[config.mk]
export PLATFORM = sky130hd
export DESIGN_NAME = eai_mul
export DESIGN_NICKNAME = d
export VERILOG_FILES = /design/src/rtl/core/assert_macros.svh /design/src/rtl/core/eai_pkg.sv /design/src/rtl/core/eai_mul.sv
export SDC_FILE = /design/constraint.sdc
export NUM_CORES = 2
export LEC_CHECK = 0
export ABC_CLOCK_PERIOD_IN_PS = 10300
export BUFFER_PORTS_ARGS = -buffer_cell sky130_fd_sc_hd__buf_4
export CAP_MARGIN = 20
export CORE_MARGIN = 2
export CORE_UTILIZATION = 64
export DETAILED_ROUTE_END_ITERATION = 7
export GPL_TIMING_DRIVEN = 0
export PLACE_DENSITY = 0.82
export SLEW_MARGIN = 20
export SYNTH_ARGS = -nofsm -noshare
export SYNTH_HDL_FRONTEND = slang
export SYNTH_SLANG_ARGS = --single-unit
export TNS_END_PERCENT = 5
[constraint.sdc]
create_clock -name i_clk -period 10.3 [get_ports i_clk]
set_clock_uncertainty 0.1 [all_clocks]
set_input_delay 2.06 -clock i_clk [delete_from_list [all_inputs] [get_ports i_clk]]
set_output_delay 2.06 -clock i_clk [all_outputs]
set_load 0.02 [all_outputs]
[src/rtl/core/assert_macros.svh]
// Assertion macros shared by the ellipse arc interpolator RTL.
`ifndef ASSERT_MACROS_SVH
`define ASSERT_MACROS_SVH

// Check a property on every rising clock edge outside reset.
`define EAI_ASSERT(lbl, clk, rstn, prop, msg) \
    lbl: assert property (@(posedge clk) disable iff (!(rstn)) (prop)) \
        else $error(msg);

// Check that a condition never holds outside reset.
`define EAI_ASSERT_NEVER(lbl, clk, rstn, cond, msg) \
    `EAI_ASSERT(lbl, clk, rstn, !(cond), msg)

`endif

[src/rtl/core/eai_pkg.sv]
// Shared types, constants and tables of the ellipse arc interpolator.
package eai_pkg;

    localparam int CORDIC_ITERATIONS = 24;
    localparam int CNT_W             = $clog2(CORDIC_ITERATIONS);

    // Field widths
    localparam int COORD_W  = 32;
    localparam int ANGLE_W  = 32;
    localparam int RATIO_W  = 17;
    localparam int SEGLEN_W = 25;
    localparam int MINSEG_W = 13;
    localparam int CFG_W    = 25;
    localparam int CFG_IDX_W = 2;

    // Datapath widths
    localparam int CW     = 36;
    localparam int MUL_AW = 34;
    localparam int MUL_BW = 32;
    localparam int MUL_PW = MUL_AW + MUL_BW;
    localparam int ACC_W  = MUL_PW + 1;
    localparam int DIV_W  = 36;
    localparam int DCNT_W = $clog2(DIV_W);

    // Register indexes
    localparam logic [CFG_IDX_W-1:0] CFG_SEGMENT_LENGTH = 2'd0;
    localparam logic [CFG_IDX_W-1:0] CFG_MIN_SEGMENTS   = 2'd1;

    localparam logic [SEGLEN_W-1:0] SEGLEN_RESET = 25'd65536;
    localparam logic [MINSEG_W-1:0] MINSEG_RESET = 13'd16;
    localparam logic [RATIO_W-1:0]  RATIO_ONE    = 17'd65536;

    // Opcodes
    localparam logic OP_LOAD    = 1'b0;
    localparam logic OP_ADVANCE = 1'b1;

    // Angle constants: Q4.28 and Q2.30
    localparam logic [30:0]          TWO_PI_Q28  = 31'd1686629713;
    localparam logic signed [CW-1:0] TWO_PI_Q30  = CW'(64'd6746518852);
    localparam logic signed [CW-1:0] PI_Q30      = CW'(64'd3373259426);
    localparam logic signed [CW-1:0] HALF_PI_Q30 = CW'(64'd1686629713);
    localparam logic signed [CW-1:0] GAIN_Q30    = CW'(64'd652032874);
    localparam logic signed [MUL_BW-1:0] GAIN_B  = MUL_BW'(64'd652032874);

    typedef struct packed {
        logic start;
        logic vec_mode;
    } t_cordic_req;

    // Arctangent of 2^-i in Q2.30
    function automatic logic signed [CW-1:0] atan_q30(input logic [4:0] i);
        logic [31:0] v;
        case (i)
            5'd0:  v = 32'd843314857;
            5'd1:  v = 32'd497837829;
            5'd2:  v = 32'd263043837;
            5'd3:  v = 32'd133525159;
            5'd4:  v = 32'd67021687;
            5'd5:  v = 32'd33543516;
            5'd6:  v = 32'd16775851;
            5'd7:  v = 32'd8388437;
            5'd8:  v = 32'd4194283;
            5'd9:  v = 32'd2097149;
            5'd10: v = 32'd1048576;
            5'd11: v = 32'd524288;
            5'd12: v = 32'd262144;
            5'd13: v = 32'd131072;
            5'd14: v = 32'd65536;
            5'd15: v = 32'd32768;
            5'd16: v = 32'd16384;
            5'd17: v = 32'd8192;
            5'd18: v = 32'd4096;
            5'd19: v = 32'd2048;
            5'd20: v = 32'd1024;
            5'd21: v = 32'd512;
            5'd22: v = 32'd256;
            5'd23: v = 32'd128;
            5'd24: v = 32'd64;
            5'd25: v = 32'd32;
            5'd26: v = 32'd16;
            5'd27: v = 32'd8;
            5'd28: v = 32'd4;
            5'd29: v = 32'd2;
            5'd30: v = 32'd1;
            default: v = 32'd0;
        endcase
        return CW'(v);
    endfunction

endpackage

[src/rtl/core/eai_mul.sv]
// Shared signed multiplier with a registered product.
module eai_mul import eai_pkg::*; (
    input  logic                      i_clk,
    input  logic signed [MUL_AW-1:0]  i_a,
    input  logic signed [MUL_BW-1:0]  i_b,
    output logic signed [MUL_PW-1:0]  o_p
);
    logic signed [MUL_PW-1:0] r_p;

    // Register the product
    always_ff @(posedge i_clk) begin
        r_p <= i_a * i_b;
    end

    assign o_p = r_p;
endmodule

==> reports/qor.yml <==
min_path:
  hold_depth: 2
  hold_path.class: "primary input to register"
sta:
  setup_slack_ps: 13.2
  hold_viol: 0
  rsz0062_at_grt: "true"
  period_share_pct: 99.9
  fin_crit_ps: 10290
  setup_viol: 0
  fmax_ghz: 0.0972
  drv_slew: 0
  worstMarginPinSlew_ps: 948
  relSlewSlack_pct: 36.8
cts:
  clock_sinks: 66
  numCtsBuffers: 9
  clockBufferDepth: 2
  clkTransAtPathRegs_ps: 70
  cts_tree: "built"
  htree_levels: 3
  cts-root-buf: "clkbuf_16"
  cts-hold-fix-buffers: 0
critical_path:
  critPathTopFamily: "adder cells"
  crit_type: "primary input to register"
  cpMaxStageDelayCell: "fa_1"
  cp_max_fo: 10
  crit_path_cell_trace: "buf_4 -> clkbuf_1 -> nand2_1 -> fa_1 -> fa_1 -> inv_1 -> fa_1 -> inv_1 -> fa_1 -> inv_1 -> fa_1 -> fa_1 -> fa_1 -> fa_1 -> ha_1 -> nand4_1 -> nor2_1 -> nand3_1 -> o211ai_1 -> or4_4 -> a41oi_2 -> o31a_4 -> o41ai_2 -> xor2_1"
  cp-end-kind: "register"
  crit_arrival_ps: 10490
  cpMostUsedCell: "fa_1"
  required_ps: 10500
  cp.depth: 24
  critPathBufInv: 5
  crit_path_max_incr_delay_ps: 690
  worstSetupStartpointType: "primary input"
layout:
  fin_util_pct: 68.3
  finalNetCount: 5745
  largest_reg_flops: 66
  syn2layout_area_growth_pct: 5.85
  seqCellArea_um2: 1320
  final_cells: 5145
  multi_input_area_um2: 33600
  final_layout_size_suffix_gt1_share_pct: 5.38
  layout_common_cells: "fa_1 (1140), inv_1 (1053), nand2_1 (565), and2_1 (534), ha_1 (188)"
  fillers: 5045
  final_common_cell: "fa_1"
global_routing:
  grt_max_degree: 17
  gr-usage-met3_pct: 13.5
  grt_use_met2_pct: 69.3
  grt_first_pass_wirelength_um: 205000
  antenna_found_initial: 4
  top_usage_layer: "met2"
  grt_overflow: 0
  use_met1_pct: 55.4
  grt_pass1_vias: 32400
  grtUsageTotal_pct: 45.3
floorplanning:
  fp-row-count: 91
  die_h_um: 253
  die_area_um2: 64000
  top_level_ports: 133
  core_area_um2: 61500
  die_w_um: 253
  start_util_pct: 64.6
routing:
  drt_first_pass_iters: 8
  drtAntennaViolNets: 0
  wl_um: 137000
  viasPerCell: 5.87
  drtIter0Drc: 2754
  vias: 30200
  drc: 0
  wire_per_inst_um: 26.6
yosys:
  syn_area_per_cell_um2: 9.42
  async_reset_ff_share_pct: 0
  syn_area_um2: 39700
  synthDistinctLibCells: 61
  synth.top_cells.by_area: "fa_1 (58%), inv_1 (10%), and2_1 (8.4%), ha_1 (5.9%), nand2_1 (5.3%)"
  synth_cells: 4212
  synth_warnings: 0
  synth-seq-cells: 66
  synthesis.nets: 5609
  netlist.area_leader.share_pct: 57.6
  synth_enable_flop_cells: 0
  yosysTopAreaCell: "fa_1"
  synth_ff_type: "dfxtp_1"
  seq_area_frac_synth_pct: 3.33
placed_design:
  dp_cells: 5128
  io_buffers: 126
  place_hpwl_um: 121000
  place_ws_ps: -774
  gp_congestion: 1.08
job:
  cap_viol_max_count: 0
outcome:
  status: "completed"
==> logic make-up (layout without fill, tap and decap cells) <==
| logic type | after synthesis | after routing | synth area share, % |
|---|---|---|---|
| AO/OA/AOI/OAI | 219 | 219 | 3.79 |
| XOR/XNOR | 73 | 73 | 1.61 |
| other | 0 | 4 | 0 |
| buffers and inverters | 1280 | 1419 | 12.1 |
| flip-flops | 66 | 66 | 3.33 |
| AND/OR/NAND/NOR | 1244 | 1244 | 15.6 |
| adder cells (fa/ha/maj) | 1330 | 1330 | 63.5 |
==> synthesized netlist by cell type (all sizes together), types with 3 or more instances <==
master and n:
a21boi 5, o21ai 37, o41ai 4, xor2 21, o211a 3, a221oi 3, or2 3, nand3 21
ha 188, nor2b 8, and3 7, o22ai 3, a31oi 10, fa 1142, o31ai 4, nand2b 14
a21o 32, nor3 11, clkbuf 219, a2111oi 4, nand4 10, nor2 64, o211ai 9, o21bai 10
dfxtp 66, nand2 566, a41oi 3, and2 534, xnor2 52, a211oi 8, inv 1053, buf 8
a21oi 75
==> metrics by stage <==
stage	hold slack [ps]	setup TNS [ps]	instance area, um2
3_3_place_gp	2250	-7050	41600
6_report	1870	0	42000
2_1_floorplan	2090	0	39700
3_5_place_dp	2250	-8090	41600
4_1_cts	1850	-8.08	41900
5_1_grt	1860	-289	42000
==> layer usage <==
metal / vias to the layer above / part of all wire [%]
met1: 15400 / 34
met5: - / 0
li1: 12200 / -
met3: 557 / 13
met2: 2029 / 45
met4: 0 / 8.7
==> final cells by class <==
class	instances	share of cell area, %
clock buffer	11	0.554
multi-input combinational	2866	79.9
buffer	225	2.21
timing repair buffer	127	2.27
sequential	66	3.14
tap	790	2.35
inverter	1053	9.41
antenna	4	0.0238
clock inverter	3	0.101
==> repair_timing <==
item	CTS	global route
pin swaps	0	1
setup endpoints to repair	11	14
setup buffers	0	1
gates cloned	0	0
gates resized for setup	14	96
==> path summary, 6_finish.rpt <==
path / endpoint / from
max: o_p[62] / i_b[19]
min: o_p[0] / i_a[0]
Power is not shown: default switching activity piles up to over one toggle a cycle in this logic, so the estimate is an artifact.
