### src/rtl/core/assert_macros.svh
// Assertion macros shared by the ellipse arc interpolator RTL.
`ifndef ASSERT_MACROS_SVH
`define ASSERT_MACROS_SVH

// Check a property on every rising clock edge outside reset.
`define EAI_ASSERT(lbl, clk, rstn, prop, msg) \
    lbl: assert property (@(posedge clk) disable iff (!(rstn)) (prop)) \
        else $error(msg);

// Check that a condition never holds outside reset.
`define EAI_ASSERT_NEVER(lbl, clk, rstn, cond, msg) \
    `EAI_ASSERT(lbl, clk, rstn, !(cond), msg)

`endif

### src/rtl/core/eai_pkg.sv
// Shared types, constants and tables of the ellipse arc interpolator.
package eai_pkg;

    localparam int CORDIC_ITERATIONS = 24;
    localparam int CNT_W             = $clog2(CORDIC_ITERATIONS);

    // Field widths
    localparam int COORD_W  = 32;
    localparam int ANGLE_W  = 32;
    localparam int RATIO_W  = 17;
    localparam int SEGLEN_W = 25;
    localparam int MINSEG_W = 13;
    localparam int CFG_W    = 25;
    localparam int CFG_IDX_W = 2;

    // Datapath widths
    localparam int CW     = 36;
    localparam int MUL_AW = 34;
    localparam int MUL_BW = 32;
    localparam int MUL_PW = MUL_AW + MUL_BW;
    localparam int ACC_W  = MUL_PW + 1;
    localparam int DIV_W  = 36;
    localparam int DCNT_W = $clog2(DIV_W);

    // Register indexes
    localparam logic [CFG_IDX_W-1:0] CFG_SEGMENT_LENGTH = 2'd0;
    localparam logic [CFG_IDX_W-1:0] CFG_MIN_SEGMENTS   = 2'd1;

    localparam logic [SEGLEN_W-1:0] SEGLEN_RESET = 25'd65536;
    localparam logic [MINSEG_W-1:0] MINSEG_RESET = 13'd16;
    localparam logic [RATIO_W-1:0]  RATIO_ONE    = 17'd65536;

    // Opcodes
    localparam logic OP_LOAD    = 1'b0;
    localparam logic OP_ADVANCE = 1'b1;

    // Angle constants: Q4.28 and Q2.30
    localparam logic [30:0]          TWO_PI_Q28  = 31'd1686629713;
    localparam logic signed [CW-1:0] TWO_PI_Q30  = CW'(64'd6746518852);
    localparam logic signed [CW-1:0] PI_Q30      = CW'(64'd3373259426);
    localparam logic signed [CW-1:0] HALF_PI_Q30 = CW'(64'd1686629713);
    localparam logic signed [CW-1:0] GAIN_Q30    = CW'(64'd652032874);
    localparam logic signed [MUL_BW-1:0] GAIN_B  = MUL_BW'(64'd652032874);

    typedef struct packed {
        logic start;
        logic vec_mode;
    } t_cordic_req;

    // Arctangent of 2^-i in Q2.30
    function automatic logic signed [CW-1:0] atan_q30(input logic [4:0] i);
        logic [31:0] v;
        case (i)
            5'd0:  v = 32'd843314857;
            5'd1:  v = 32'd497837829;
            5'd2:  v = 32'd263043837;
            5'd3:  v = 32'd133525159;
            5'd4:  v = 32'd67021687;
            5'd5:  v = 32'd33543516;
            5'd6:  v = 32'd16775851;
            5'd7:  v = 32'd8388437;
            5'd8:  v = 32'd4194283;
            5'd9:  v = 32'd2097149;
            5'd10: v = 32'd1048576;
            5'd11: v = 32'd524288;
            5'd12: v = 32'd262144;
            5'd13: v = 32'd131072;
            5'd14: v = 32'd65536;
            5'd15: v = 32'd32768;
            5'd16: v = 32'd16384;
            5'd17: v = 32'd8192;
            5'd18: v = 32'd4096;
            5'd19: v = 32'd2048;
            5'd20: v = 32'd1024;
            5'd21: v = 32'd512;
            5'd22: v = 32'd256;
            5'd23: v = 32'd128;
            5'd24: v = 32'd64;
            5'd25: v = 32'd32;
            5'd26: v = 32'd16;
            5'd27: v = 32'd8;
            5'd28: v = 32'd4;
            5'd29: v = 32'd2;
            5'd30: v = 32'd1;
            default: v = 32'd0;
        endcase
        return CW'(v);
    endfunction

endpackage

### src/rtl/core/eai_div.sv
// Restoring shift-subtract divider, one quotient bit per cycle.
module eai_div import eai_pkg::*; (
    input  logic              i_clk,
    input  logic              i_rst_n,
    input  logic              i_start,
    input  logic [DIV_W-1:0]  i_dividend,
    input  logic [DIV_W-1:0]  i_divisor,
    output logic              o_done,
    output logic [DIV_W-1:0]  o_quo,
    output logic [DIV_W-1:0]  o_rem
);
    typedef enum logic {D_IDLE, D_RUN} t_dstate;

    t_dstate            r_state;
    logic [DCNT_W-1:0]  r_cnt;
    logic [DIV_W-1:0]   r_rem;
    logic [DIV_W-1:0]   r_quo;
    logic [DIV_W-1:0]   r_div;
    logic               r_done;
    logic [DIV_W:0]     trial;
    logic               fits;

    // Trial subtract of the shifted remainder
    assign trial = {r_rem, r_quo[DIV_W-1]};
    assign fits  = (trial >= {1'b0, r_div});

    always_ff @(posedge i_clk) begin
        if (!i_rst_n) begin
            r_state <= D_IDLE;
            r_done  <= 1'b0;
            r_cnt   <= '0;
        end else begin
            r_done <= 1'b0;
            case (r_state)
                D_IDLE: begin
                    if (i_start) begin
                        r_rem   <= '0;
                        r_quo   <= i_dividend;
                        r_div   <= i_divisor;
                        r_cnt   <= '0;
                        r_state <= D_RUN;
                    end
                end
                D_RUN: begin
                    r_rem <= fits ? DIV_W'(trial - {1'b0, r_div}) : trial[DIV_W-1:0];
                    r_quo <= {r_quo[DIV_W-2:0], fits};
                    r_cnt <= r_cnt + 1'b1;
                    if (r_cnt == DCNT_W'(DIV_W - 1)) begin
                        r_done  <= 1'b1;
                        r_state <= D_IDLE;
                    end
                end
                default: r_state <= D_IDLE;
            endcase
        end
    end

    assign o_done = r_done;
    assign o_quo  = r_quo;
    assign o_rem  = r_rem;
endmodule

### config.mk
export PLATFORM = sky130hd
export DESIGN_NAME = eai_div
export DESIGN_NICKNAME = d
export VERILOG_FILES = /design/src/rtl/core/assert_macros.svh /design/src/rtl/core/eai_pkg.sv /design/src/rtl/core/eai_div.sv
export SDC_FILE = /design/constraint.sdc
export NUM_CORES = 1
export LEC_CHECK = 0
export BUFFER_PORTS_ARGS = -buffer_cell sky130_fd_sc_hd__clkbuf_2
export CAP_MARGIN = 10
export CORE_MARGIN = 2
export CORE_UTILIZATION = 35
export CTS_CLUSTER_SIZE = 28
export DETAILED_ROUTE_END_ITERATION = 10
export HOLD_SLACK_MARGIN = 0.03
export PLACE_DENSITY_LB_ADDON = 0.15
export SLEW_MARGIN = 30
export SYNTH_ARGS = -nofsm -noshare
export SYNTH_HDL_FRONTEND = slang
export SYNTH_SLANG_ARGS = --single-unit
### constraint.sdc
create_clock -name i_clk -period 7.45 [get_ports i_clk]
set_input_delay 0.745 -clock i_clk [delete_from_list [all_inputs] [get_ports i_clk]]
set_output_delay 0.745 -clock i_clk [all_outputs]
set_load 0.02 [all_outputs]
==> reports/metrics.cfg, run 1 <==
[synthesis]
yosysWarnings = 0
ys.flop_type = edfxtp_1
synth_top_cell_by_area = edfxtp_1
syn-num-nets = 738
synth_top_area_share_pct = 48.0
synthCells = 625
synth-seq-area-share_pct = 50.4
synth.distinct_cells = 68
ys_ff_latch = 116
synth_area_leaders = edfxtp_1, ha_1, mux2_2
synth_edf_count = 108
syn-cell-area_um2 = 6760
postSynthAreaPerCell_um2 = 10.8
async_flop_share_pct = 0

[critical_path]
cp-start-kind = flop
reg2reg_depth = 9
cp_cell_sequence = ha_1 -> a21o_1 -> a21oi_2 -> o21ai_1 -> a21o_1 -> a2111oi_4 -> nand3_2 -> nand2_1 -> o21ai_1
critPathMaxFanout = 34
worst-path-buf-inv = 0
crit_path_end_kind = flop
required_ns = 7.62
slowest_delay_ns = 0.70
path_depth = 9
crit_family = compound AO/OA/AOI/OAI gates
critical_path_class = flop to flop
arrival_ns = 3.68
cp_slowest_cell = nand3_2

[cts]
cts_hold_buf = 0
clkLatencyLatePin_ns = 0.43
cts_buffers = 17
cts_root_buffer = clkbuf_16
cts.repair.resized = 0
cts.clk_slew.worst_paths_ns = 0.07
cts_max_level = 4
cts_tree = built
clk_path_buf_depth = 2
cts_setup_buffers = 0
cts.sinks = 116

[global_routing]
grt_antenna_before_repair = 0
grt_pass1_wl_um = 27100
grt_max_degree = 50
gr-total-overflow = 0
grt_pass1_vias = 5523
track_usage_pct = 17.0

[timing]
hold_viol_final = 0
tightest_slew_ns = 0.766
fin_tns_setup_ns = 0
relSlewSlack_pct = 48.9
period_minus_slack_ns = 3.51
setup_violations = 0
drv_slew = 0
min_period_over_period_pct = 47.1
fmax_mhz = 285
rsz0062_at_grt = no
worst_clock_skew_ns = 0.0101

[layout]
layout_common_cells = clkbuf_2, edfxtp_1, nand2_1, a21oi_1, inv_1
area_growth_syn_to_layout_pct = 22.9
num-fill-cells = 1830
final-seq-area_um2 = 3400
final_common_cell = clkbuf_2
multiInputGateArea_um2 = 3070
fin_nets = 885
n_antenna_cell = 0
drive_above_1_share_pct = 29.6
finalNonFillerCells = 1045

[pwr]
p_leak_nw = 3.48
ir_worst_vdd_mv = 0.146
p_per_area_nw_per_um2 = 237

[floorplanning]
die_x_um = 143
rows = 50
coreArea_um2 = 18800
die_y_um = 143
io_pins = 148
dieArea_um2 = 20400
start_util_pct = 35.9

[detailed_routing]
routedWlPerCell_um = 16.1
drtIter0Drc = 332
ant_nets = 0
drt-pass1-iter-count = 5
vias = 5381
routed_via_density = 5.15
drc = 0
wirelength_um = 16900

[job]
cap_viol_max_count = 0

[run_status]
outcome = finished, final reports clean

[min_path]
worstHoldPathCells = 1
hold_class = primary input to flop

[placement]
io_buffers = 147
gp_congestion = 0.847
dp.cells = 1013
dp_hpwl_um = 12000

## power by group
group	total [mW]	internal [mW]	switching, mW	leakage [nW]
clock	0.801	0.446	0.355	0.283
sequential	0.791	0.764	0.0267	1.10
combinational	0.378	0.147	0.231	2.10
total	1.97	1.36	0.613	3.48
## cell type report
cell class / instances / share of cell area, %
Clock buffer: 17 / 5.12
Inverter: 48 / 2.17
Clock inverter: 15 / 1.78
Multi-Input combinational cell: 439 / 36.9
Sequential cell: 116 / 41.0
Tap cell: 260 / 3.92
Timing Repair Buffer: 150 / 9.13
## logic make-up (layout without fill, tap and decap cells)
logic type | Yosys count | after routing | synth area share [%]
AOI/OAI and AO/OA | 169 | 169 | 16.4
xor gates and xnor gates | 21 | 21 | 2.72
muxes | 37 | 37 | 6.13
adders and majority gates | 38 | 38 | 7.15
DFF | 116 | 116 | 50.4
buffers and inverters | 70 | 230 | 4.46
and+or+nand+nor | 174 | 174 | 12.8
## cell usage after synthesis, types with 3 or more instances
| cell | count |
|---|---|
| edfxtp_1 | 108 |
| nand2_1 | 69 |
| a21oi_1 | 66 |
| inv_1 | 46 |
| ha_1 | 37 |
| mux2_2 | 35 |
| nor2_1 | 27 |
| nand3_1 | 22 |
| o21ai_0 | 18 |
| xnor2_1 | 14 |
| a21o_1 | 13 |
| clkbuf_1 | 13 |
| o21ai_1 | 9 |
| dfxtp_1 | 8 |
| o21a_1 | 8 |
| nand4_1 | 7 |
| nor3_1 | 7 |
| o211ai_1 | 7 |
| xor2_1 | 7 |
| a31oi_1 | 6 |
| and3_1 | 6 |
| o21bai_1 | 6 |
| or3_1 | 6 |
| a211oi_1 | 5 |
| and2_1 | 5 |
| nor2b_1 | 5 |
| a21boi_0 | 4 |
| buf_2 | 4 |
| buf_6 | 4 |
| nand2b_1 | 3 |
| o221ai_1 | 3 |
## per-layer routing
layer	wire length [µm]	vias to the layer above	track usage, %	part of all wire (%)
met4	310	0	6.83	1.8
met5	0	-	0	0
met3	1240	22	5.20	7.3
li1	-	2626	-	-
met2	7900	184	27.4	47
met1	7420	2549	21.3	44
## through the flow
| stage | power, mW | utilization [%] | setup slack [ns] | area [µm²] | hold slack (ns) |
|---|---|---|---|---|---|
| CTS | 1.99 | 44.1 | 3.96 | 8300 | 0.475 |
| floorplan | 1.08 | - | 2.89 | 6760 | 0.451 |
| global route | 2.07 | 44.1 | 3.65 | 8310 | 0.465 |
| global placement | 1.18 | 41.1 | 4.10 | 7730 | 0.475 |
| detailed placement | 1.18 | 41.1 | 3.96 | 7730 | 0.479 |
| finish | 1.97 | 44.1 | 3.94 | 8310 | 0.487 |
## flip-flops by register name, indices dropped and copies added, names as in the netlist
name	count
r_cnt	6
r_state	1
o_quo	36
o_rem	36
r_div	36
o_done	1
## worst reg2reg max path, stage by stage (launching register included)
cell	delay (ns)
edfxtp_1	0.44
ha_1	0.43
a21o_1	0.24
a21oi_2	0.19
o21ai_1	0.10
a21o_1	0.21
a2111oi_4	0.48
nand3_2	0.70
nand2_1	0.37
o21ai_1	0.11
## path summary, 6_finish.rpt
path | start | end | slack [ns]
worst min register to register | r_cnt[2] | r_cnt[2] | 0.51
worst min-delay path | i_divisor[19] | r_div[19] | 0.49
worst max-delay path | o_rem[29] | o_rem[26] | 3.94
worst max register to register | o_rem[29] | o_rem[26] | 3.94
Note: power is estimated with default switching activity, not from simulation.
==> run 2, diff against run 1 <==
==> constraint.sdc (replaced) <==
create_clock -name i_clk -period 3.1 [get_ports i_clk]
set_input_delay 0.31 -clock i_clk [delete_from_list [all_inputs] [get_ports i_clk]]
set_output_delay 0.31 -clock i_clk [all_outputs]
set_load 0.02 [all_outputs]
==> run 2 against run 1 <==
Maximum frequency is 18% higher. First-iteration DRC count is 9.0% lower. Setup slack got worse by 3.8 ns. Power up 150%. Sequential power increased by 140%. Sequential share of layout area decreased by 1.1 points. Worst hold slack got worse by 0.44 ns. Final area is 2.8% higher. Critical path type unchanged. Critical endpoint is now o_rem[30]. Largest cell class unchanged. Largest power group unchanged.
==> reports/metrics.cfg, run 2 (synthesis gave the netlist of run 1 again) <==
[timing]
tightest_slew_ns = 0.722
worst_hold_slack_ns = 0.0506
setup_ws_ns = 0.127
relSlewSlack_pct = 51.9
period_minus_slack_ns = 2.97
worst_clock_skew_ns = 0.0176
min_period_over_period_pct = 95.9
fmax_mhz = 336
hold_viol_final = 0
rsz0062_at_grt = yes
setup_violations = 0
drv_slew = 0

[floorplanning]
die_y_um = 143
io_pins = 148
coreArea_um2 = 18800
start_util_pct = 35.9
rows = 50
dieArea_um2 = 20400
die_x_um = 143

[placement]
dpl_worst_slack_ns = -0.0227
dp_hpwl_um = 12600
gp_congestion = 0.876
io_buffers = 147

[layout]
fin_nets = 911
drive_above_1_share_pct = 32.6
n_antenna_cell = 0
postLayoutCoreUtil_pct = 45.4
final_common_cell = clkbuf_2
area_growth_syn_to_layout_pct = 26.4
layout_common_cells = clkbuf_2, edfxtp_1, nand2_1, a21oi_1, inv_1

[critical_path]
arrival_ns = 3.26
reg2reg_from = o_rem[32]
slowest_delay_ns = 0.48
critical_path_class = flop to flop
worst-path-buf-inv = 0
critPathMaxFanout = 16
cp_slowest_cell = or3_1
path_depth = 8
required_ns = 3.39
crit_start = o_rem[32]
reg2reg_depth = 8
cp-start-kind = flop
cp_cell_sequence = ha_1 -> nand2_1 -> or3_1 -> nor4_4 -> a2111oi_4 -> and3_4 -> or4_1 -> nand4_1
crit_family = simple AND/OR/NAND/NOR gates
r2r_slack_ns = 0.13
rr_endpoint = o_rem[30]
crit_path_end_kind = flop
crit_end = o_rem[30]

[cts]
cts_tree = built
cts_root_buffer = clkbuf_16
cts_max_level = 4
cts_buffers = 17
clk_path_buf_depth = 2
cts.sinks = 116
cts_hold_buf = 0
clkLatencyLatePin_ns = 0.43
cts.clk_slew.worst_paths_ns = 0.06

[pwr]
p_per_area_nw_per_um2 = 565
power_mw = 4.83
ir_worst_vdd_mv = 0.339
p_leak_nw = 3.60

[detailed_routing]
drt-pass1-iter-count = 4
wirelength_um = 17700
routed_via_density = 5.08
drc = 0
routedWlPerCell_um = 16.6
drtIter0Drc = 302
vias = 5439
ant_nets = 0

[global_routing]
grt_antenna_before_repair = 0
grt_pass1_wl_um = 28400
gr-total-overflow = 0
grt_pass1_vias = 5647
grt_max_degree = 61
track_usage_pct = 17.8

[run_status]
outcome = finished, final reports clean

[min_path]
min_from = i_divisor[24]
hold_class = primary input to flop

[job]
cap_viol_max_count = 0

[run 2: power breakdown]
group          switching [mW]  internal, mW  total, mW
logic                   0.578         0.397      0.975
registers              0.0604          1.84       1.90
clock network           0.882          1.07       1.96
[run 2: layout make-up]
cell class | count | area, µm²
fillers | 1806 | 10300
flip-flops and latches | 116 | 3400
multi-input cells | 440 | 3100
repair buffers | 175 | 950
clock buffers | 17 | 425
well taps | 260 | 325
inverters | 48 | 180
clock inverters | 15 | 153
[run 2: per-stage QoR]
stage | cell area, µm² | instances | setup TNS [ns]
floorplan | 6760 | 625 | 0
global route | 8540 | 1071 | -0.0680
CTS | 8490 | 1067 | 0
detailed placement | 7900 | 1035 | -0.0227
global placement | 7900 | 1035 | -0.0526
finish | 8540 | 1071 | 0
[run 2: how the worst min path moves through the flow]
stage	cells after the start	endpoint	slack (ns)
2_1_floorplan	0	r_div[0]	0.41
3_5_place_dp	1	r_div[13]	0.49
5_1_grt	1	r_div[23]	0.03
3_3_place_gp	1	r_cnt[2]	0.48
4_1_cts	1	r_div[18]	0.03
6_report	1	r_div[24]	0.05
[run 2: what timing repair did]
item,4_1_cts,5_1_grt
buffers inserted,0,3
endpoints found under the setup margin,1,22
pin swaps,0,3
gates cloned,0,1
gates resized for setup,3,4
[run 2: layer usage]
metal  global-route usage (%)  wire length, µm  vias up  part of all wire, %
met4                     5.58              235        0                  1.3
met5                        0                0        -                    0
met1                     22.6             8130     2607                   46
li1                         -                -     2679                    -
met2                     29.1             8430      136                   48
met3                     5.30              940       17                  5.3
==> run 3, diff against run 2 <==
--- a/config.mk
+++ b/config.mk
@@ -5,6 +5,7 @@
 export SDC_FILE = /design/constraint.sdc
 export NUM_CORES = 1
 export LEC_CHECK = 0
+export ABC_AREA = 1
 export BUFFER_PORTS_ARGS = -buffer_cell sky130_fd_sc_hd__clkbuf_2
 export CAP_MARGIN = 10
 export CORE_MARGIN = 2
@@ -13,7 +14,6 @@
 export DETAILED_ROUTE_END_ITERATION = 10
 export HOLD_SLACK_MARGIN = 0.03
 export PLACE_DENSITY_LB_ADDON = 0.15
-export SLEW_MARGIN = 30
 export SYNTH_ARGS = -nofsm -noshare
 export SYNTH_HDL_FRONTEND = slang
 export SYNTH_SLANG_ARGS = --single-unit
==> run 3 against run 2 <==
Utilization fell by 2.1 points. Critical path type unchanged. Die area rose by 14%. Largest power group unchanged. Non-clock buffer count is 20 lower.
==> reports/metrics.cfg, run 3 <==
[floorplanning]
dieArea_um2 = 23200
die_y_um = 152
rows = 54
coreArea_um2 = 21800
die_x_um = 152
io_pins = 148
start_util_pct = 35.5

[timing]
worst_hold_slack_ns = 0.0549
setup_violations = 0
drv_slew = 0
min_period_over_period_pct = 88.0
relSlewSlack_pct = 55.0
period_minus_slack_ns = 2.73
fmax_mhz = 367
fin_tns_setup_ns = 0
tightest_slew_ns = 0.667
hold_viol_final = 0
worst_clock_skew_ns = 0.0138
rsz0062_at_grt = no

[critical_path]
reg2reg_from = o_rem[27]
slowest_delay_ns = 0.43
cp_cell_sequence = ha_1 -> nand2_1 -> inv_1 -> a21oi_1 -> nand2_1 -> a21oi_1 -> nand4_4 -> buf_4 -> o21bai_1 -> nor2_1
cp_slowest_cell = edfxtp_1
critPathMaxFanout = 10
required_ns = 3.27
reg2reg_depth = 10
critical_path_class = flop to flop
rr_endpoint = o_rem[14]
r2r_slack_ns = 0.37
crit_path_end_kind = flop
cp-start-kind = flop
arrival_ns = 2.90

[min_path]
whs_endpoint = r_div[34]
worstHoldPathCells = 1
hold_class = primary input to flop
min_from = i_divisor[34]

[cts]
cts_tree = built
clkLatencyLatePin_ns = 0.43
cts_hold_buf = 0
clk_path_buf_depth = 2
cts.sinks = 116
cts.clk_slew.worst_paths_ns = 0.06
cts_setup_buffers = 0
cts_root_buffer = clkbuf_16
cts_buffers = 17
cts_max_level = 4

[layout]
n_antenna_cell = 0
drive_above_1_share_pct = 18.6
final_common_cell = nand2_1
finalNonFillerCells = 1494
area_growth_syn_to_layout_pct = 22.1
num-fill-cells = 2273
fin_nets = 1314
layout_common_cells = nand2_1, inv_1, clkbuf_2, edfxtp_1, nor2_1

[placement]
gp_congestion = 0.903
dp_hpwl_um = 16200
dp.cells = 1462
io_buffers = 147

[synthesis]
yosysWarnings = 0
syn-cell-area_um2 = 7710
async_flop_share_pct = 0
postSynthAreaPerCell_um2 = 7.37
synth-seq-area-share_pct = 44.1
synth_top_cell_by_area = edfxtp_1
ys.flop_type = edfxtp_1
synth.most_common_cell = nand2_1
ys_ff_latch = 116
synth.distinct_cells = 37
synth_top_area_share_pct = 42.0
synthTopCellsByCount = nand2_1, inv_1, edfxtp_1
synth_area_leaders = edfxtp_1, nand2_1, inv_1
synth_edf_count = 108
syn-num-nets = 1160
synthCells = 1047

[global_routing]
grt_max_degree = 62
grt_pass1_wl_um = 34100
track_usage_pct = 18.6
grt_antenna_before_repair = 0
grt_pass1_vias = 6455
gr-total-overflow = 0

[pwr]
ir_worst_vdd_mv = 0.264
p_per_area_nw_per_um2 = 539
p_leak_nw = 4.96

[detailed_routing]
routedWlPerCell_um = 14.2
wirelength_um = 21200
routed_via_density = 4.54
drc = 0
vias = 6781
drt-pass1-iter-count = 4
ant_nets = 0
drtIter0Drc = 377

[job]
cap_viol_max_count = 0

[run_status]
outcome = finished, final reports clean

[run 3: metal layers]
layer  GRT usage (%)  part of all wire, %  vias up  wire length [µm]
li1                -                    -     3553                 -
met1            26.5                   49     3026             10500
met2            28.1                   43      191              9140
met3            5.12                  6.5       11              1390
met4            4.63                 0.95        0               201
met5               0                    0        -                 0
[run 3: how the worst max path moves through the flow]
stage / slack [ns] / end / depth (start not counted) / from
after floorplan: 0.09 / o_quo[0] / 3 / r_state
after CTS: 0.24 / o_rem[20] / 10 / o_rem[27]
after global routing: 0.14 / o_rem[14] / 10 / o_rem[27]
final: 0.37 / o_rem[14] / 10 / o_rem[27]
after global placement: 0.27 / o_rem[14] / 10 / o_rem[27]
after detailed placement: 0.26 / o_rem[20] / 10 / o_rem[27]
[run 3: layout make-up]
cell class,instances,area [µm²],area share (%)
sequential,116,3400,36.1
clock buffer,17,425,4.52
clock inverter,15,178,1.89
tap,280,350,3.72
multi-input combinational,724,3520,37.4
timing repair buffer,155,833,8.85
inverter,187,704,7.48
[run 3: where the power goes]
| part | leakage, nW | internal (mW) | switching, mW |
|---|---|---|---|
| clock network | 0.294 | 1.22 | 0.849 |
| logic | 3.57 | 0.372 | 0.735 |
| registers | 1.10 | 1.84 | 0.0624 |
| total | 4.96 | 3.43 | 1.65 |
[run 3: cell families (layout without fill, tap and decap cells)]
group	after synthesis	after routing	synth area share [%]
flip-flops	116	116	44.1
adder cells (fa/ha/maj)	38	38	6.26
AO/OA/AOI/OAI	58	58	4.72
AND/OR/NAND/NOR	609	609	32.2
buffers and inverters	207	374	10.5
XOR/XNOR	19	19	2.16
[run 3: per-stage QoR]
| step | util [%] | setup slack [ns] | power, mW | cell area (µm²) |
|---|---|---|---|---|
| global placement | 40.5 | 0.272 | 3.05 | 8800 |
| CTS | 43.2 | 0.243 | 5.14 | 9410 |
| global route | 43.3 | 0.145 | 5.36 | 9420 |
| finish | 43.3 | 0.372 | 5.08 | 9420 |
| detailed placement | 40.5 | 0.260 | 3.05 | 8800 |
| floorplan | - | 0.0867 | 2.70 | 7720 |
[run 3: timing repair]
action | in CTS | in global routing
resized for setup | 0 | 3
endpoints found under the setup margin | 0 | 8
endpoints found under the hold margin | 0 | 0
[run 3: worst max-delay path: cells and delay by family, from the launching register on]
kind	cells	cell delay, ns
simple gates	4	0.64
flops	1	0.43
fa+ha+maj	1	0.38
compound gates	3	0.69
buf+inv	2	0.34
