<file path="config.mk">
export PLATFORM = sky130hd
export DESIGN_NAME = eai_cordic
export DESIGN_NICKNAME = d
export VERILOG_FILES = /design/src/rtl/core/assert_macros.svh /design/src/rtl/core/eai_pkg.sv /design/src/rtl/core/eai_cordic.sv
export SDC_FILE = /design/constraint.sdc
export NUM_CORES = 1
export LEC_CHECK = 0
export BUFFER_PORTS_ARGS = -buffer_cell sky130_fd_sc_hd__buf_2
export CELL_PAD_IN_SITES_DETAIL_PLACEMENT = 1
export CELL_PAD_IN_SITES_GLOBAL_PLACEMENT = 2
export CORE_MARGIN = 2
export CORE_UTILIZATION = 40
export DETAILED_ROUTE_END_ITERATION = 8
export GPL_ROUTABILITY_DRIVEN = 0
export HOLD_SLACK_MARGIN = 0.02
export PLACE_DENSITY_LB_ADDON = 0.1
export RECOVER_POWER = 25
export SYNTH_ARGS = -nofsm -noshare
export SYNTH_HDL_FRONTEND = slang
export SYNTH_SLANG_ARGS = --single-unit
</file>
<file path="constraint.sdc">
create_clock -name i_clk -period 9.7 [get_ports i_clk]
set_input_delay 0.485 -clock i_clk [delete_from_list [all_inputs] [get_ports i_clk]]
set_output_delay 0.485 -clock i_clk [all_outputs]
set_load 0.05 [all_outputs]
</file>
<file path="src/rtl/core/assert_macros.svh">
// Assertion macros shared by the ellipse arc interpolator RTL.
`ifndef ASSERT_MACROS_SVH
`define ASSERT_MACROS_SVH

// Check a property on every rising clock edge outside reset.
`define EAI_ASSERT(lbl, clk, rstn, prop, msg) \
    lbl: assert property (@(posedge clk) disable iff (!(rstn)) (prop)) \
        else $error(msg);

// Check that a condition never holds outside reset.
`define EAI_ASSERT_NEVER(lbl, clk, rstn, cond, msg) \
    `EAI_ASSERT(lbl, clk, rstn, !(cond), msg)

`endif

</file>
<file path="src/rtl/core/eai_pkg.sv">
// Shared types, constants and tables of the ellipse arc interpolator.
package eai_pkg;

    localparam int CORDIC_ITERATIONS = 24;
    localparam int CNT_W             = $clog2(CORDIC_ITERATIONS);

    // Field widths
    localparam int COORD_W  = 32;
    localparam int ANGLE_W  = 32;
    localparam int RATIO_W  = 17;
    localparam int SEGLEN_W = 25;
    localparam int MINSEG_W = 13;
    localparam int CFG_W    = 25;
    localparam int CFG_IDX_W = 2;

    // Datapath widths
    localparam int CW     = 36;
    localparam int MUL_AW = 34;
    localparam int MUL_BW = 32;
    localparam int MUL_PW = MUL_AW + MUL_BW;
    localparam int ACC_W  = MUL_PW + 1;
    localparam int DIV_W  = 36;
    localparam int DCNT_W = $clog2(DIV_W);

    // Register indexes
    localparam logic [CFG_IDX_W-1:0] CFG_SEGMENT_LENGTH = 2'd0;
    localparam logic [CFG_IDX_W-1:0] CFG_MIN_SEGMENTS   = 2'd1;

    localparam logic [SEGLEN_W-1:0] SEGLEN_RESET = 25'd65536;
    localparam logic [MINSEG_W-1:0] MINSEG_RESET = 13'd16;
    localparam logic [RATIO_W-1:0]  RATIO_ONE    = 17'd65536;

    // Opcodes
    localparam logic OP_LOAD    = 1'b0;
    localparam logic OP_ADVANCE = 1'b1;

    // Angle constants: Q4.28 and Q2.30
    localparam logic [30:0]          TWO_PI_Q28  = 31'd1686629713;
    localparam logic signed [CW-1:0] TWO_PI_Q30  = CW'(64'd6746518852);
    localparam logic signed [CW-1:0] PI_Q30      = CW'(64'd3373259426);
    localparam logic signed [CW-1:0] HALF_PI_Q30 = CW'(64'd1686629713);
    localparam logic signed [CW-1:0] GAIN_Q30    = CW'(64'd652032874);
    localparam logic signed [MUL_BW-1:0] GAIN_B  = MUL_BW'(64'd652032874);

    typedef struct packed {
        logic start;
        logic vec_mode;
    } t_cordic_req;

    // Arctangent of 2^-i in Q2.30
    function automatic logic signed [CW-1:0] atan_q30(input logic [4:0] i);
        logic [31:0] v;
        case (i)
            5'd0:  v = 32'd843314857;
            5'd1:  v = 32'd497837829;
            5'd2:  v = 32'd263043837;
            5'd3:  v = 32'd133525159;
            5'd4:  v = 32'd67021687;
            5'd5:  v = 32'd33543516;
            5'd6:  v = 32'd16775851;
            5'd7:  v = 32'd8388437;
            5'd8:  v = 32'd4194283;
            5'd9:  v = 32'd2097149;
            5'd10: v = 32'd1048576;
            5'd11: v = 32'd524288;
            5'd12: v = 32'd262144;
            5'd13: v = 32'd131072;
            5'd14: v = 32'd65536;
            5'd15: v = 32'd32768;
            5'd16: v = 32'd16384;
            5'd17: v = 32'd8192;
            5'd18: v = 32'd4096;
            5'd19: v = 32'd2048;
            5'd20: v = 32'd1024;
            5'd21: v = 32'd512;
            5'd22: v = 32'd256;
            5'd23: v = 32'd128;
            5'd24: v = 32'd64;
            5'd25: v = 32'd32;
            5'd26: v = 32'd16;
            5'd27: v = 32'd8;
            5'd28: v = 32'd4;
            5'd29: v = 32'd2;
            5'd30: v = 32'd1;
            default: v = 32'd0;
        endcase
        return CW'(v);
    endfunction

endpackage

</file>
<file path="src/rtl/core/eai_cordic.sv">
// Shared CORDIC unit: rotation gives cosine and sine, vectoring gives length and angle.
module eai_cordic import eai_pkg::*; (
    input  logic                  i_clk,
    input  logic                  i_rst_n,
    input  t_cordic_req           i_req,
    input  logic signed [CW-1:0]  i_x,
    input  logic signed [CW-1:0]  i_y,
    input  logic signed [CW-1:0]  i_z,
    output logic                  o_done,
    output logic signed [CW-1:0]  o_x,
    output logic signed [CW-1:0]  o_y,
    output logic signed [CW-1:0]  o_z
);
    typedef enum logic [2:0] {C_IDLE, C_RED0, C_RED1, C_RED2, C_RED3, C_RUN} t_cstate;

    t_cstate               r_state;
    logic                  r_vec;
    logic                  r_neg;
    logic                  r_done;
    logic [CNT_W-1:0]      r_cnt;
    logic signed [CW-1:0]  r_x;
    logic signed [CW-1:0]  r_y;
    logic signed [CW-1:0]  r_z;
    logic signed [CW-1:0]  dx;
    logic signed [CW-1:0]  dy;
    logic signed [CW-1:0]  at;
    logic                  up;

    // Micro-rotation terms
    assign dx = r_y >>> r_cnt;
    assign dy = r_x >>> r_cnt;
    assign at = atan_q30(5'(r_cnt));
    assign up = r_vec ? (r_y >= 0) : (r_z < 0);

    always_ff @(posedge i_clk) begin
        if (!i_rst_n) begin
            r_state <= C_IDLE;
            r_done  <= 1'b0;
            r_cnt   <= '0;
        end else begin
            r_done <= 1'b0;
            case (r_state)
                C_IDLE: begin
                    if (i_req.start) begin
                        r_vec <= i_req.vec_mode;
                        r_neg <= 1'b0;
                        r_cnt <= '0;
                        if (i_req.vec_mode) begin
                            // fold the left half plane onto the right
                            if (i_x < 0) begin
                                r_x <= -i_x;
                                r_y <= -i_y;
                                r_z <= (i_y >= 0) ? PI_Q30 : -PI_Q30;
                            end else begin
                                r_x <= i_x;
                                r_y <= i_y;
                                r_z <= '0;
                            end
                            r_state <= C_RUN;
                        end else begin
                            r_x     <= i_x;
                            r_y     <= i_y;
                            r_z     <= i_z;
                            r_state <= C_RED0;
                        end
                    end
                end
                // reduce the angle to one turn, then to the right half plane
                C_RED0: begin
                    if (r_z >= TWO_PI_Q30) begin
                        r_z <= r_z - TWO_PI_Q30;
                    end else if (r_z <= -TWO_PI_Q30) begin
                        r_z <= r_z + TWO_PI_Q30;
                    end
                    r_state <= C_RED1;
                end
                C_RED1: begin
                    if (r_z < 0) begin
                        r_z <= r_z + TWO_PI_Q30;
                    end
                    r_state <= C_RED2;
                end
                C_RED2: begin
                    if (r_z > PI_Q30) begin
                        r_z <= r_z - TWO_PI_Q30;
                    end
                    r_state <= C_RED3;
                end
                C_RED3: begin
                    if (r_z > HALF_PI_Q30) begin
                        r_z   <= r_z - PI_Q30;
                        r_neg <= 1'b1;
                    end else if (r_z < -HALF_PI_Q30) begin
                        r_z   <= r_z + PI_Q30;
                        r_neg <= 1'b1;
                    end
                    r_state <= C_RUN;
                end
                C_RUN: begin
                    if (up) begin
                        r_x <= r_x + dx;
                        r_y <= r_y - dy;
                        r_z <= r_z + at;
                    end else begin
                        r_x <= r_x - dx;
                        r_y <= r_y + dy;
                        r_z <= r_z - at;
                    end
                    r_cnt <= r_cnt + 1'b1;
                    if (r_cnt == CNT_W'(CORDIC_ITERATIONS - 1)) begin
                        r_done  <= 1'b1;
                        r_state <= C_IDLE;
                    end
                end
                default: r_state <= C_IDLE;
            endcase
        end
    end

    assign o_done = r_done;
    assign o_x    = r_neg ? -r_x : r_x;
    assign o_y    = r_neg ? -r_y : r_y;
    assign o_z    = r_z;
endmodule

</file>
==> results of run 1 <==
critical path, delay by kind of cell, from the launching register on:
family          cells  cell delay, ns
mux                 1            0.65
flops               1            0.82
xor+xnor            2            0.30
compound gates      8            2.11
buf+inv             3            1.41
fa+ha+maj           1            0.35
simple gates        8            1.88
routing by layer:
| layer | share of wire | wire, um | track usage | up-vias |
|---|---|---|---|---|
| li1 | - | - | - | 13000 |
| met1 | 0.37 | 46800 | 0.399 | 14500 |
| met2 | 0.49 | 62000 | 0.621 | 1340 |
| met3 | 0.058 | 7310 | 0.0424 | 399 |
| met4 | 0.079 | 10000 | 0.250 | 0 |
| met5 | 0 | 0 | 0 | - |
metrics by stage:
stage / instances / util
2_1_floorplan: 3465 / -
6_report: 4383 / 0.438
4_1_cts: 4383 / 0.440
3_5_place_dp: 4351 / 0.430
5_1_grt: 4383 / 0.438
3_3_place_gp: 4351 / 0.430
registers in the layout, summed over array words and instances (netlist names):
name,flops
o_z,36
r_x,36
r_y,36
at,30
r_cnt,5
r_state,3
o_done,1
r_neg,1
r_vec,1
power by group through the flow:
stage | clock [W] | combinational, W | sequential [W]
final | 0.000787 | 0.00375 | 0.00107
after global routing | 0.000811 | 0.00401 | 0.00107
after CTS | 0.000791 | 0.00371 | 0.00105
after detailed placement | 0 | 0.00368 | 0.00107
after global placement | 0 | 0.00359 | 0.00106
after floorplan | 0 | 0.00265 | 0.000993
kinds of logic (layout without fill, tap and decap cells):
kind of cell,count (synthesis),after routing,share of synthesized area
buffers and inverters,366,420,0.0570
AOI/OAI and AO/OA,1130,1130,0.273
adders and majority gates,132,132,0.0625
DFF,149,149,0.153
muxes,228,228,0.135
and+or+nand+nor,1074,1074,0.193
xor gates and xnor gates,386,386,0.126
placed cells by master (no fill, tap or decap), types with 18 or more instances in the layout:
cell type	count
sky130_fd_sc_hd__a21oi_1	329
sky130_fd_sc_hd__nand2_1	324
sky130_fd_sc_hd__nor2_1	293
sky130_fd_sc_hd__xnor2_1	258
sky130_fd_sc_hd__o21ai_0	228
sky130_fd_sc_hd__buf_2	149
sky130_fd_sc_hd__ha_1	129
sky130_fd_sc_hd__xor2_1	128
sky130_fd_sc_hd__edfxtp_1	110
sky130_fd_sc_hd__mux4_2	104
sky130_fd_sc_hd__mux2i_1	96
sky130_fd_sc_hd__inv_1	95
sky130_fd_sc_hd__clkbuf_1	84
sky130_fd_sc_hd__nor3_1	74
sky130_fd_sc_hd__nand3_1	73
sky130_fd_sc_hd__a21o_1	67
sky130_fd_sc_hd__a31oi_1	63
sky130_fd_sc_hd__buf_4	59
sky130_fd_sc_hd__nand2b_1	50
sky130_fd_sc_hd__o31ai_1	47
sky130_fd_sc_hd__o22ai_1	44
sky130_fd_sc_hd__a211oi_1	38
sky130_fd_sc_hd__o21a_1	33
sky130_fd_sc_hd__dfxtp_1	33
sky130_fd_sc_hd__nor2b_1	28
sky130_fd_sc_hd__o211ai_1	28
sky130_fd_sc_hd__nand4_1	28
sky130_fd_sc_hd__mux2_2	26
sky130_fd_sc_hd__and3_1	26
sky130_fd_sc_hd__or4_1	25
sky130_fd_sc_hd__or3_1	25
sky130_fd_sc_hd__a221oi_1	24
sky130_fd_sc_hd__nor4_1	23
sky130_fd_sc_hd__or2_2	23
sky130_fd_sc_hd__clkbuf_16	22
sky130_fd_sc_hd__o221ai_1	20
sky130_fd_sc_hd__and2_1	20
sky130_fd_sc_hd__a22oi_1	19
sky130_fd_sc_hd__a31o_2	18
layout make-up:
| type | instances | area, sq um |
|---|---|---|
| clock buffers | 26 | 573 |
| fillers | 8122 | 37100 |
| clock inverters | 6 | 73.8 |
| multi-input cells | 2950 | 21200 |
| flip-flops and latches | 149 | 4100 |
| repair buffers | 290 | 1500 |
| inverters | 98 | 368 |
| well taps | 864 | 1080 |
final timing paths:
| check | startpoint | endpoint | slack, ns |
|---|---|---|---|
| max reg2reg | r_cnt[1] | r_x[35] | 1.79 |
| min reg2reg | at[0] | o_z[0] | 0.86 |
| min | i_z[4] | o_z[4] | 0.29 |
| max | r_cnt[1] | r_x[35] | 1.79 |
==> reports/results.md, run 1 <==
- **status** finished, violations left
- **violated checks** max-capacitance violations, max-slew violations
- **number of antenna violations at the first check in global routing** 0
- **sequential fraction of design power** 0.191
- **clock root cell** sky130_fd_sc_hd__clkbuf_16
- **Top cell by count, worst path** sky130_fd_sc_hd__nor2_1
- **count of pins on the block boundary** 221
- **library cell with the highest instance count after synthesis** sky130_fd_sc_hd__a21oi_1
- **fraction of layout instances using a drive strength above 1** 0.130
- **area of the die** 0.0690 sq mm
- **crit path capture type** register
- **Die Y** 263 um
- **hold_ws** 0.293 ns
- **cell area after layout** 0.0289 sq mm
- **# H-tree levels** 4
- **instance area after placement** 0.0284 sq mm
- **Max Cap Violations** 4
- **cell breakdown of the critical path** buf_4, buf_4, mux4_2, a21boi_0, o22ai_1, a221oi_1, and3_1, inv_1, nor3b_2, and3_1, nor2_1, xnor2_1, ha_1, nand3_1, nor2_1, nand3_1, a211oi_1, nor2_1, o211ai_1, o211ai_1, o21ai_0, xnor2_1, o21ai_1
- **number of antenna cells inserted** 0
- **flops & latches, synth** 149
- **synthesis-to-layout area growth** 8.02%
- **depth of the worst hold-timing path** 3
- **Ys Warns** 0
- **biggest area contributors in the synthesized netlist** sky130_fd_sc_hd__edfxtp_1 (12%), sky130_fd_sc_hd__mux4_2 (8.7%), sky130_fd_sc_hd__xnor2_1 (8.4%)
- **Netlist cell types** 100
- **ys flop type** sky130_fd_sc_hd__edfxtp_1
- **leading post-synthesis cells by instance count** sky130_fd_sc_hd__a21oi_1 (329), sky130_fd_sc_hd__nand2_1 (325), sky130_fd_sc_hd__nor2_1 (296)
- **Synth Area per Inst** 7.73 sq um
- **Post-Route Setup TNS** 0 ns
- **number of buffers on the longest clock path** 2
- **CP startpoint kind** register
- **Initial Util** 0.406
- **Via Count** 29.3k
- **Int Power** 0.00258 W
- **residual antenna-violating net count after detailed routing** 0
- **Port Buffer Count** 220
- **max incr delay on CP** 0.82 ns
- **share of the yosys chip area belonging to registers** 0.153
- **Wirelength per Cell** 28.8 um
- **Synth Cell Area** 0.0268 sq mm
- **Leakage** 10.8 nW
- **Worst Setup Path Type** register to register
- **DR vias/cell** 6.68
- **relative contribution of the clock network to total power** 0.141
- **Net count, final** 3,750
- **Setup Fix Bufs, Post-CTS** 0
- **cts hold-fix bufs** 0
- **total DRC errors in the routed layout** 0
- **post-synth top area share** 0.123
- **Final setup violation count** 0
- **gate count of the mapped netlist** 3,465
- **library cell with the largest summed area after synthesis** sky130_fd_sc_hd__edfxtp_1
- **final count of hold timing violations** 0
- **combinational share of power** 0.669
- **Setup WS pre-CTS** 1.98 ns
- **maximum operating frequency** 126 MHz
- **post-route setup slack** 1.79 ns
- **starting DRC count in detailed routing** 2,998
- **clock skew after layout** 0.0292 ns
- **count of flip-flops with a built-in enable after synthesis** 110
- **core area** 0.0660 sq mm
- **unrepaired setup endpoints after global routing** no
- **switching pwr** 0.00302 W
- **Worst Max-Slew Pin Slew** 3.26 ns
- **fraction of synthesis flops using an asynchronous set or reset pin** 0
- **number of search-and-repair iterations in the first detailed-routing pass** 6
- **worst ir drop on vdd** 0.000158 V
- **Syn Nets** 3,709
- **power density cells** 194 mW/mm^2
- **slowest stage cell, crit path** sky130_fd_sc_hd__dfxtp_4
- **largest driver fanout on the critical path** 57
- **final number of max-transition violations** 227
- **cell depth of the worst flop-to-flop path** 23
- **total global routing overflow** 0
- **via count of the first global-routing pass** 29.7k
- **maximum number of pins on one net before global-route repair** 74
- **Reg clk slew, reported paths** 0.09 ns
- **Hold WC Path Type** primary input to register
- **insertion delay of the later-clocked pin in the worst-skew pair** 0.52 ns
- **std cell rows** 94
- **clock period minus final worst setup slack** 7.91 ns
- **final cycle utilization of the critical path** 0.816
- **Power Total** 0.00560 W
- **aggregate global-route resource usage** 0.354
- **max_slew headroom** -1.18
- **first-pass GRT wire length** 188,000 um
- **number of buffers created by CTS** 17
- **overall routed net length** 126,000 um
- **switching fraction of total power** 0.540
- **number of clock sinks seen by CTS** 149
- **CTS tree** built
- **placed wire-length estimate after detailed placement** 96,000 um
- **arrival time worst endpoint** 8.13 ns
- **width of the chip** 263 um
- **required time at the endpoint of the critical path** 9.92 ns
- **cts repair resizes** 0
(Power assumes the default switching activity.)
==> run 2: changes to the inputs <==
Settings changed: ABC_AREA set to 1, CORE_UTILIZATION 40 to 33.
Clock period 9.7 ns to 8.1 ns, I/O delays scaled along.
==> reports/results.md, run 2 <==
- **Synth Area per Inst** 5.68 sq um
- **Synth Cell Area** 0.0286 sq mm
- **number of clock sinks seen by CTS** 149
- **status** finished, violations left
- **Worst Setup SP** r_state[2]
- **std cell rows** 108
- **# H-tree levels** 4
- **gate count of the mapped netlist** 5,041
- **Net count, final** 5,376
- **worst ir drop on vdd** 0.000203 V
- **hold_sp** i_z[19]
- **share of the yosys chip area belonging to registers** 0.143
- **library cell with the highest instance count after synthesis** sky130_fd_sc_hd__nand2_1
- **first-pass GRT wire length** 235,000 um
- **aggregate global-route resource usage** 0.352
- **Initial Util** 0.332
- **Leakage** 14.4 nW
- **total global routing overflow** 0
- **post-synth top area share** 0.181
- **Post-Route Setup TNS** 0 ns
- **number of buffers on the longest clock path** 2
- **crit path capture type** register
- **fraction of synthesis flops using an asynchronous set or reset pin** 0
- **cts hold-fix bufs** 0
- **Port Buffer Count** 220
- **clock period minus final worst setup slack** 6.69 ns
- **Wirelength per Cell** 25.5 um
- **CTS tree** built
- **violated checks** max-capacitance violations, max-slew violations
- **required time at the endpoint of the critical path** 8.51 ns
- **placed wire-length estimate after detailed placement** 132,000 um
- **Worst Max-Slew Pin Slew** 3.10 ns
- **Ys Warns** 0
- **insertion delay of the later-clocked pin in the worst-skew pair** 0.53 ns
- **Netlist cell types** 71
- **count of flip-flops with a built-in enable after synthesis** 110
- **filler instances** 12.0k
- **arrival time worst endpoint** 7.10 ns
- **biggest area contributors in the synthesized netlist** sky130_fd_sc_hd__nand2_1 (18%), sky130_fd_sc_hd__edfxtp_1 (12%), sky130_fd_sc_hd__nand3_1 (11%)
- **flops & latches, synth** 149
- **commonest non-fill, non-tap cell in the layout** sky130_fd_sc_hd__nand2_1
- **residual antenna-violating net count after detailed routing** 0
- **Die Y** 299 um
- **clock skew after layout** 0.0294 ns
- **Max Cap Violations** 6
- **ys flop type** sky130_fd_sc_hd__edfxtp_1
- **final count of hold timing violations** 0
- **Via Count** 36.2k
- **number of search-and-repair iterations in the first detailed-routing pass** 5
- **library cell with the largest summed area after synthesis** sky130_fd_sc_hd__nand2_1
- **Hold WC Path Type** primary input to register
- **number of antenna violations at the first check in global routing** 23
- **area of the die** 0.0891 sq mm
- **clock root cell** sky130_fd_sc_hd__clkbuf_16
- **fraction of layout instances using a drive strength above 1** 0.0709
- **Setup WS pre-CTS** 1.90 ns
- **number of buffers created by CTS** 17
- **maximum number of pins on one net before global-route repair** 72
- **starting DRC count in detailed routing** 3,028
- **power density cells** 265 mW/mm^2
- **origin of the critical flop-to-flop path** r_state[2]
- **total DRC errors in the routed layout** 0
- **via count of the first global-routing pass** 35.7k
- **core area** 0.0863 sq mm
- **leading post-synthesis cells by instance count** sky130_fd_sc_hd__nand2_1 (1,380), sky130_fd_sc_hd__nand3_1 (624), sky130_fd_sc_hd__nor2_1 (552)
- **synthesis-to-layout area growth** 8.53%
- **Reg clk slew, reported paths** 0.10 ns
- **largest driver fanout on the critical path** 28
- **Syn Nets** 5,285
- **maximum operating frequency** 149 MHz
- **Setup Fix Bufs, Post-CTS** 0
- **cts repair resizes** 0
- **commonest cells after routing, fill and taps aside** sky130_fd_sc_hd__nand2_1 (1,379), sky130_fd_sc_hd__nand3_1 (624), sky130_fd_sc_hd__nor2_1 (550)
- **CP startpoint kind** register
- **final cycle utilization of the critical path** 0.826
- **count of pins on the block boundary** 221
- **DR vias/cell** 5.73
- **final number of max-transition violations** 212
- **max_slew headroom** -1.07
- **width of the chip** 299 um
- **unrepaired setup endpoints after global routing** no
- **Final setup violation count** 0
- **Worst Setup Path Type** register to register
- **post-route setup slack** 1.41 ns
- **Power Total** 0.00825 W
- **overall routed net length** 161,000 um
[run 2: changes by cell type in the layout (fill, tap and decap cells not counted), sizes merged, moves of 43 or more]
| cell | change |
|---|---|
| nand2 | +1088 |
| nand3 | +563 |
| inv | +419 |
| nor2 | +274 |
| xnor2 | -186 |
| o21ai | +139 |
| mux4 | -104 |
| mux2i | -98 |
| xor2 | +88 |
| nand2b | -50 |
| nand4 | +48 |
| a21o | -43 |
[run 2: metrics by stage]
stage | std cells | hold WS (ns) | cell area, sq um | utilization
after floorplan | 5041 | 0.504 | 28600 | -
after global placement | 6268 | 0.704 | 30600 | 0.355
after detailed placement | 6268 | 0.716 | 30600 | 0.355
after CTS | 6300 | 0.209 | 31200 | 0.361
after global routing | 6302 | 0.269 | 31100 | 0.360
final | 6309 | 0.242 | 31100 | 0.360
[run 2: per-layer routing]
| metal | track usage | up-vias | part of all wire |
|---|---|---|---|
| li1 | - | 17000 | - |
| met1 | 0.462 | 17400 | 0.44 |
| met2 | 0.562 | 1352 | 0.44 |
| met3 | 0.0594 | 335 | 0.073 |
| met4 | 0.165 | 16 | 0.051 |
| met5 | 0 | - | 0.00061 |
[run 2: final timing paths]
| kind | end | slack, ns | cells past startpoint |
|---|---|---|---|
| worst max-delay path | at[13] | 1.41 | 13 |
| worst min-delay path | o_z[19] | 0.24 | 5 |
| worst max register to register | at[13] | 1.41 | 13 |
| worst min register to register | r_state[0] | 0.74 | 3 |
[run 2: power by group]
part / internal, W / switching (W)
sequential: 0.000991 / 0.000372
combinational: 0.00164 / 0.00441
clock: 0.000402 / 0.000441
[run 2: worst max-delay path, cell delays in order (launching register included)]
cell                         delay, ns
sky130_fd_sc_hd__dfxtp_1          0.54
sky130_fd_sc_hd__inv_1            0.13
sky130_fd_sc_hd__nor3_1           1.39
sky130_fd_sc_hd__clkinvlp_2       1.76
sky130_fd_sc_hd__nand2_1          0.64
sky130_fd_sc_hd__inv_1            0.28
sky130_fd_sc_hd__o21ai_1          0.68
sky130_fd_sc_hd__inv_1            0.30
sky130_fd_sc_hd__ha_1             0.27
sky130_fd_sc_hd__inv_1            0.07
sky130_fd_sc_hd__o21ai_0          0.09
sky130_fd_sc_hd__a21oi_1          0.23
sky130_fd_sc_hd__inv_1            0.09
sky130_fd_sc_hd__o21ai_0          0.12
[run 2: logic make-up (layout without fill, tap and decap cells)]
kind of cell	after synthesis	count (layout)	synth area share
other cells	0	9	0
compound gates	887	887	0.175
xor+xnor	288	288	0.0881
buf+inv	726	830	0.104
flops	149	149	0.143
simple gates	2859	2859	0.432
fa+ha+maj	132	132	0.0585
[run 2: cell type report]
| class | count | area, sq um | share of cell area |
|---|---|---|---|
| flip-flops and latches | 149 | 4090 | 0.132 |
| clock buffers | 18 | 429 | 0.0138 |
| diodes | 9 | 22.5 | 0.000725 |
| clock inverters | 14 | 119 | 0.00382 |
| repair buffers | 274 | 1390 | 0.0446 |
| inverters | 524 | 1980 | 0.0636 |
| multi-input cells | 4166 | 21600 | 0.695 |
| well taps | 1155 | 1450 | 0.0465 |
